File: config.mk
export PLATFORM = sky130hd
export DESIGN_NAME = rgb_saturation_std_dev
export DESIGN_NICKNAME = d
export VERILOG_FILES = /design/src/rtl/core/rsd_pkg.sv /design/src/rtl/core/rgb_saturation_std_dev.sv /design/src/rtl/core/rsd_diff_sq.sv /design/src/rtl/core/rsd_sqrt_stage.sv /design/src/rtl/core/rsd_div3.sv
export SDC_FILE = /design/constraint.sdc
export NUM_CORES = 2
export LEC_CHECK = 0
export ABC_AREA = 1
export BUFFER_PORTS_ARGS = -buffer_cell sky130_fd_sc_hd__buf_2
export CELL_PAD_IN_SITES_DETAIL_PLACEMENT = 0
export CELL_PAD_IN_SITES_GLOBAL_PLACEMENT = 1
export CORE_MARGIN = 1
export CORE_UTILIZATION = 30
export CTS_CLUSTER_DIAMETER = 40
export CTS_CLUSTER_SIZE = 20
export DETAILED_ROUTE_END_ITERATION = 10
export GPL_TIMING_DRIVEN = 0
export PLACE_DENSITY = 0.66
export SETUP_SLACK_MARGIN = 0.15
export SYNTH_ARGS = -nofsm -noshare
export SYNTH_HDL_FRONTEND = slang
export SYNTH_SLANG_ARGS = --single-unit
File: constraint.sdc
create_clock -name clk -period 4.6 [get_ports clk]
set_clock_uncertainty 0.2 [all_clocks]
set_input_delay 0.69 -clock clk [delete_from_list [all_inputs] [get_ports clk]]
set_output_delay 0.69 -clock clk [all_outputs]
set_load 0.05 [all_outputs]
File: src/rtl/core/rsd_pkg.sv
// rsd_pkg: widths and constants for the RGB saturation (std dev) pipeline.
// Used by every module of the block; no dependencies.
`timescale 1ns / 1ps

package rsd_pkg;

	localparam int unsigned PIXW = 8;
	localparam int unsigned DW = 17;
	localparam int unsigned FRACW = 16;
	localparam int unsigned RADW = 2 * (((DW + FRACW) + 1) / 2);
	localparam int unsigned RTW = RADW / 2;
	localparam int unsigned REMW = RTW + 3;
	localparam int unsigned SQRT_STAGES = RTW;
	localparam int unsigned OUTW = 15;
	localparam int unsigned DIV3_SHIFT = 18;
	localparam int unsigned DIV3_MW = 18;
	localparam logic [DIV3_MW-1:0] DIV3_MUL = DIV3_MW'(((1 << DIV3_SHIFT) + 2) / 3);
	localparam int unsigned PRODW = RTW + DIV3_MW;

	typedef logic [PIXW-1:0] pix_t;
	typedef logic [DW-1:0] dsum_t;
	typedef logic [RADW-1:0] rad_t;
	typedef logic [RTW-1:0] root_t;
	typedef logic [REMW-1:0] rem_t;
	typedef logic [OUTW-1:0] res_t;

endpackage

File: src/rtl/core/rgb_saturation_std_dev.sv
// rgb_saturation_std_dev: population std dev of one pixel's B, G, R bytes (Q7.8).
// Stages: 1 difference/square stage, 17 square-root digit stages, 2 divide-by-3.
// Throughput one pixel per cycle while result_stall is low; a stall empties no stage and bubbles are squeezed out.
// Asynchronous active-low reset clears all valid bits; data registers are not reset.
`timescale 1ns / 1ps

module rgb_saturation_std_dev (
	input  logic          clk,
	input  logic          arst_n,
	input  logic          pixel_valid,
	output logic          pixel_stall,
	input  rsd_pkg::pix_t blue,
	input  rsd_pkg::pix_t green,
	input  rsd_pkg::pix_t red,
	output logic          result_valid,
	input  logic          result_stall,
	output rsd_pkg::res_t std_dev
);
	import rsd_pkg::*;

	logic  ds_rdy, ds_v;
	dsum_t ds_d;

	logic  sq_v   [0:SQRT_STAGES];
	logic  sq_rdy [0:SQRT_STAGES];
	rad_t  sq_rad [0:SQRT_STAGES];
	rem_t  sq_rem [0:SQRT_STAGES];
	root_t sq_root[0:SQRT_STAGES];

	logic  dv_rdy;

	rsd_diff_sq u_diff_sq (
		.clk     (clk),
		.arst_n  (arst_n),
		.in_v    (pixel_valid),
		.in_rdy  (ds_rdy),
		.blue    (blue),
		.green   (green),
		.red     (red),
		.out_v   (ds_v),
		.out_rdy (sq_rdy[0]),
		.d       (ds_d)
	);

	assign pixel_stall = !ds_rdy;

	assign sq_v[0] = ds_v;
	assign sq_rad[0] = RADW'({ds_d, {FRACW{1'b0}}});
	assign sq_rem[0] = '0;
	assign sq_root[0] = '0;

	for (genvar i = 0; i < SQRT_STAGES; i++) begin : g_sqrt
		rsd_sqrt_stage u_stage (
			.clk      (clk),
			.arst_n   (arst_n),
			.in_v     (sq_v[i]),
			.in_rdy   (sq_rdy[i]),
			.rad_in   (sq_rad[i]),
			.rem_in   (sq_rem[i]),
			.root_in  (sq_root[i]),
			.out_v    (sq_v[i+1]),
			.out_rdy  (sq_rdy[i+1]),
			.rad_out  (sq_rad[i+1]),
			.rem_out  (sq_rem[i+1]),
			.root_out (sq_root[i+1])
		);
	end

	assign sq_rdy[SQRT_STAGES] = dv_rdy;

	rsd_div3 u_div3 (
		.clk     (clk),
		.arst_n  (arst_n),
		.in_v    (sq_v[SQRT_STAGES]),
		.in_rdy  (dv_rdy),
		.root    (sq_root[SQRT_STAGES]),
		.out_v   (result_valid),
		.out_rdy (!result_stall),
		.quot    (std_dev)
	);

endmodule

File: src/rtl/core/rsd_diff_sq.sv
// rsd_diff_sq: first stage, sum of squared pairwise channel differences.
// 3*(b^2+g^2+r^2) - (b+g+r)^2 == (b-g)^2 + (g-r)^2 + (r-b)^2. Uses rsd_pkg.
`timescale 1ns / 1ps

module rsd_diff_sq (
	input  logic          clk,
	input  logic          arst_n,
	input  logic          in_v,
	output logic          in_rdy,
	input  rsd_pkg::pix_t blue,
	input  rsd_pkg::pix_t green,
	input  rsd_pkg::pix_t red,
	output logic          out_v,
	input  logic          out_rdy,
	output rsd_pkg::dsum_t d
);
	import rsd_pkg::*;

	logic  v_s1;
	dsum_t d_s1;
	pix_t  ad_bg, ad_gr, ad_rb;
	logic [2*PIXW-1:0] sq_bg, sq_gr, sq_rb;
	logic [2*PIXW+1:0] sum;

	always_comb begin
		ad_bg = (blue > green) ? blue - green : green - blue;
		ad_gr = (green > red) ? green - red : red - green;
		ad_rb = (red > blue) ? red - blue : blue - red;
		sq_bg = (2*PIXW)'(ad_bg) * (2*PIXW)'(ad_bg);
		sq_gr = (2*PIXW)'(ad_gr) * (2*PIXW)'(ad_gr);
		sq_rb = (2*PIXW)'(ad_rb) * (2*PIXW)'(ad_rb);
		sum = {2'b00, sq_bg} + {2'b00, sq_gr} + {2'b00, sq_rb};
	end

	assign in_rdy = !v_s1 || out_rdy;

	always_ff @(posedge clk or negedge arst_n) begin
		if (!arst_n) begin
			v_s1 <= 1'b0;
		end else if (in_rdy) begin
			v_s1 <= in_v;
		end
	end

	always_ff @(posedge clk) begin
		if (in_rdy && in_v) begin
			d_s1 <= sum[DW-1:0];
		end
	end

	assign out_v = v_s1;
	assign d = d_s1;

endmodule

File: src/rtl/core/rsd_sqrt_stage.sv
// rsd_sqrt_stage: one digit of a restoring integer square root, registered.
// Consumes two radicand bits per stage. Uses rsd_pkg.
`timescale 1ns / 1ps

module rsd_sqrt_stage (
	input  logic           clk,
	input  logic           arst_n,
	input  logic           in_v,
	output logic           in_rdy,
	input  rsd_pkg::rad_t  rad_in,
	input  rsd_pkg::rem_t  rem_in,
	input  rsd_pkg::root_t root_in,
	output logic           out_v,
	input  logic           out_rdy,
	output rsd_pkg::rad_t  rad_out,
	output rsd_pkg::rem_t  rem_out,
	output rsd_pkg::root_t root_out
);
	import rsd_pkg::*;

	logic  v_s1;
	rad_t  rad_s1;
	rem_t  rem_s1;
	root_t root_s1;
	rem_t  rem_sh, trial, rem_n;
	logic  ge;

	always_comb begin
		rem_sh = {rem_in[REMW-3:0], rad_in[RADW-1 -: 2]};
		trial = REMW'({root_in, 2'b01});
		ge = rem_sh >= trial;
		rem_n = ge ? rem_sh - trial : rem_sh;
	end

	assign in_rdy = !v_s1 || out_rdy;

	always_ff @(posedge clk or negedge arst_n) begin
		if (!arst_n) begin
			v_s1 <= 1'b0;
		end else if (in_rdy) begin
			v_s1 <= in_v;
		end
	end

	always_ff @(posedge clk) begin
		if (in_rdy && in_v) begin
			rad_s1 <= {rad_in[RADW-3:0], 2'b00};
			rem_s1 <= rem_n;
			root_s1 <= {root_in[RTW-2:0], ge};
		end
	end

	assign out_v = v_s1;
	assign rad_out = rad_s1;
	assign rem_out = rem_s1;
	assign root_out = root_s1;

endmodule

File: src/rtl/core/rsd_div3.sv
// rsd_div3: floor division of the root by 3 via reciprocal multiply.
// Two stages: product register, then result register. Uses rsd_pkg.
`timescale 1ns / 1ps

module rsd_div3 (
	input  logic           clk,
	input  logic           arst_n,
	input  logic           in_v,
	output logic           in_rdy,
	input  rsd_pkg::root_t root,
	output logic           out_v,
	input  logic           out_rdy,
	output rsd_pkg::res_t  quot
);
	import rsd_pkg::*;

	logic             v_s1, v_s2;
	logic [PRODW-1:0] prod_s1;
	res_t             quot_s2;
	logic             rdy_s2;

	assign rdy_s2 = !v_s2 || out_rdy;
	assign in_rdy = !v_s1 || rdy_s2;

	always_ff @(posedge clk or negedge arst_n) begin
		if (!arst_n) begin
			v_s1 <= 1'b0;
			v_s2 <= 1'b0;
		end else begin
			if (in_rdy) begin
				v_s1 <= in_v;
			end
			if (rdy_s2) begin
				v_s2 <= v_s1;
			end
		end
	end

	always_ff @(posedge clk) begin
		if (in_rdy && in_v) begin
			prod_s1 <= PRODW'(root) * PRODW'(DIV3_MUL);
		end
		if (rdy_s2 && v_s1) begin
			quot_s2 <= prod_s1[DIV3_SHIFT +: OUTW];
		end
	end

	assign out_v = v_s2;
	assign quot = quot_s2;

endmodule

==> results.md <==
- Ranking of synthesized cells by area: edfxtp_1 (41%), ha_1 (13%), fa_1 (12%)
- Initial DRT Pass Iterations: 5
- Final min period: 7.231 ns
- Clock buffer depth: 3
- GRT overflow: 0
- Final setup fails: 29
- Starting density of the core: 0.3022
- Inserted Diodes: 0
- Synth cell count leaders: inv_1 (816), nand2_1 (571), edfxtp_1 (529)
- I/O pin total: 45
- Initial DRC count: 1,147
- Period utilization: 1.572
- Setup TNS: -38.42 ns
- Slew Viols, Final: 0
- Placer Congestion: 0.8521
- DIE HEIGHT: 362.9 um
- Post-Synth XOR/XNOR Area: 0.04966
- Startpoint Class: input port
- Core area: 0.1293 mm^2
- Post-layout util: 0.3710
- Max_cap viols: 0
- Final ANT Viol Nets: 0
- FF-to-FF Start: g_sqrt[16].u_stage.root_out[5]$_DFFE_PP_
- Compound-cell area share of the yosys netlist: 0.07717
- Top-count cell post-synth: inv_1
- Setup crit end kind: flip-flop
- Asr flop ratio synth: 0.03643
- Hold_sp: pixel_valid
- RSZ-0062 raised after global routing: true
- Drt drc: 0
- CP peak stage delay: 0.61 ns
- Clock root buffer: clkbuf_16
- Avg WL per Cell: 13.49 um
- Largest family of logic cells by synthesized area: adder cells
- Initial antenna violation count: 4
- Final HPWL DP: 65,150 um
- Prevailing post-synth register cell: edfxtp_1
- Kind of critical path: in2reg
- Multiplexer area fraction after synthesis: 0.001281
- TritonCTS buffer count: 79
- Vias: 26,370
- CP Buf/Inv Count: 8
- Mapped Cells: 3,923
- Delay-heaviest family, CP: adder cells
- Largest net degree at the start of global routing: 34
- Register area: 0.01639 mm^2
- CP arrival: 7.41 ns
- Die area: 0.1317 mm^2
- Net total in the final layout: 4,872
- Final non-filler cell total: 6,016
- Post-Synth Adder-Cell Area: 0.2487
- All-Layer GR Usage: 0.1270
- Mean Syn Cell Area: 9.961 um^2
- Multi-input logic area: 0.02146 mm^2
- Area share of the largest cell type after synthesis: 0.4065
- Chip width: 362.9 um
- Final hold vios: 0
- Layout fillers: 12,770
- EDFF count, synth: 529
- Failing checks: setup timing
- Clk_lat worst skew: 0.65 ns
- Simple-gate portion of the synthesized area: 0.1210
- CP max-delay cell: fa_2
- Worst-margin pin slew: 1.259 ns
- Fmax achieved: 0.1383 GHz
- Post-synthesis register bit count: 549
- Final WL: 81,150 um
- Port bufs: 44
- Final worst slack: -2.631 ns
- YS warnings: 0
- First-pass GRT wire length: 135,400 um
- H-tree levels: 3
- Net Count, Synth: 4,588
- Vias in the first global route: 27,480
- Yosys cell types: 61
- CP Launch Point: green[0]
- # clock sinks: 549
- Yosys top cell by area: edfxtp_1
- Max transition margin: 0.1610
- Fraction of layout cells with a size suffix above 1: 0.1734
- CP Max Fanout: 5
- Avg Vias per Cell: 4.382
- CTS tree: yes
- FP Rows: 132
- Mapped Area: 0.03908 mm^2
- Placed Cells incl. Taps: 5,717
- Seq/Total Area, Yosys: 0.4193
- P&R area growth vs syn: 22.76%
- Critical Path RT: 4.78 ns
- Status: complete, but fails checks
- Min-delay worst type: in2reg
- CTS clk-pin slew, worst paths: 0.06 ns
## sequential cells by signal (all words and copies together), names as in the netlist
| name | count |
|---|---|
| g_sqrt.u_stage.root_out | 153 |
| u_div3.out_v | 1 |
| u_diff_sq.out_v | 1 |
| g_sqrt.u_stage.rem_out | 257 |
| u_diff_sq.d | 17 |
| g_sqrt.u_stage.out_v | 17 |
| u_div3.quot | 15 |
| g_sqrt.u_stage.rad_out | 72 |
| u_div3.v_s1 | 1 |
| u_div3.prod_s1 | 15 |
## cell families (layout without fill, tap and decap cells)
kind of cell    after synthesis  in the layout
mux                           5              5
compound gates              543            543
other cells                   1              1
simple gates               1118           1119
buf+inv                     851           1201
flops                       549            549
fa+ha+maj                   637            637
xor+xnor                    219            219
## area by class of cell
type	instances	area share
Tap cell	1742	0.04544
Multi-Input combinational cell	2524	0.4473
Timing Repair Buffer	203	0.03623
Inverter	821	0.06523
Clock inverter	60	0.01763
Buffer	29	0.003991
Sequential cell	549	0.3416
Clock buffer	88	0.04257
## worst register-to-register path, stage by stage, from the launching register on
cell and delay (ns):
edfxtp_1 0.50, ha_4 0.32, inv_2 0.03, fa_1 0.48, inv_2 0.07, fa_1 0.53, fa_1 0.46, fa_1 0.58
fa_1 0.46, ha_4 0.34, buf_6 0.11, nand2_4 0.06, nor2_4 0.12, inv_2 0.06, nor3_4 0.14, nand4_1 0.16
nand3_2 0.14, a31oi_1 0.10, xnor2_1 0.14
## cell usage in the layout, fill, tap and decap left out, types with 10 or more instances in the layout
| cell | synthesis | layout |
|---|---|---|
| buf_6 | 1 | 44 |
| fa_2 | 0 | 22 |
| a21oi_4 | 0 | 13 |
| o21ai_0 | 204 | 178 |
| nand2_4 | 0 | 15 |
| nor2_2 | 6 | 29 |
| nor3_1 | 43 | 38 |
| dfrtp_1 | 20 | 19 |
| buf_2 | 17 | 46 |
| fa_1 | 233 | 211 |
| nand2_2 | 10 | 34 |
| inv_2 | 5 | 65 |
| a31oi_1 | 17 | 14 |
| nor4_1 | 18 | 18 |
| nor2_4 | 5 | 28 |
| o21ai_2 | 8 | 15 |
| xor2_1 | 129 | 118 |
| buf_4 | 3 | 117 |
| a21o_1 | 12 | 12 |
| nand2_1 | 571 | 533 |
| o21ai_1 | 8 | 15 |
| ha_4 | 0 | 57 |
| xnor2_1 | 87 | 86 |
| or2_2 | 12 | 12 |
| nand3_1 | 104 | 97 |
| edfxtp_1 | 529 | 529 |
| a21oi_2 | 1 | 23 |
| bufinv_16 | 0 | 15 |
| inv_1 | 816 | 749 |
| nand4_1 | 29 | 29 |
| ha_1 | 404 | 345 |
| clkbuf_16 | 0 | 80 |
| o21ai_4 | 0 | 12 |
| o211ai_1 | 10 | 10 |
| a21oi_1 | 225 | 190 |
| nor2_1 | 303 | 257 |
| clkbuf_1 | 9 | 15 |
## final timing paths
path                            cells past startpoint                              endpoint  slack [ns]
worst max-delay path                               32             u_diff_sq.d[13]$_DFFE_PP_       -2.63
worst min-delay path                                3           u_diff_sq.out_v$_DFFE_PN0N_        0.17
worst max register to register                     18          u_div3.prod_s1[27]$_DFFE_PP_       -0.64
worst min register to register                      0             u_div3.quot[14]$_DFFE_PP_        0.18
max in group asynchronous                           2   g_sqrt[3].u_stage.out_v$_DFFE_PN0P_        3.35
min in group asynchronous                           2  g_sqrt[14].u_stage.out_v$_DFFE_PN0P_        0.44
## per-layer routing
layer / global-route usage / routed length [um]
met2: 0.2272 / 40710
met3: 0.01949 / 2245
met4: 0.04443 / 2367
met1: 0.1538 / 35820
met5: 0 / 0
## metrics by stage
step	instance area, um^2	hold slack [ns]	setup slack [ns]
global placement	42320	0.2023	-3.932
detailed placement	42470	0.2045	-3.919
floorplan	39920	0.1944	-2.919
global route	47970	0.1286	-2.851
finish	47970	0.1657	-2.631
CTS	47200	0.09044	-2.582
## repair_timing
item / in CTS / in global routing
endpoints found under the hold margin: 20 / 0
pin swaps: 152 / 124
hold buffers: 1 / 0
buffers inserted: 111 / 38
resized for setup: 227 / 125
cloned: 2 / 0
endpoints found under the setup margin: 30 / 30
Power is not shown: default switching activity piles up to over one toggle a cycle in this logic, so the estimate is an artifact.
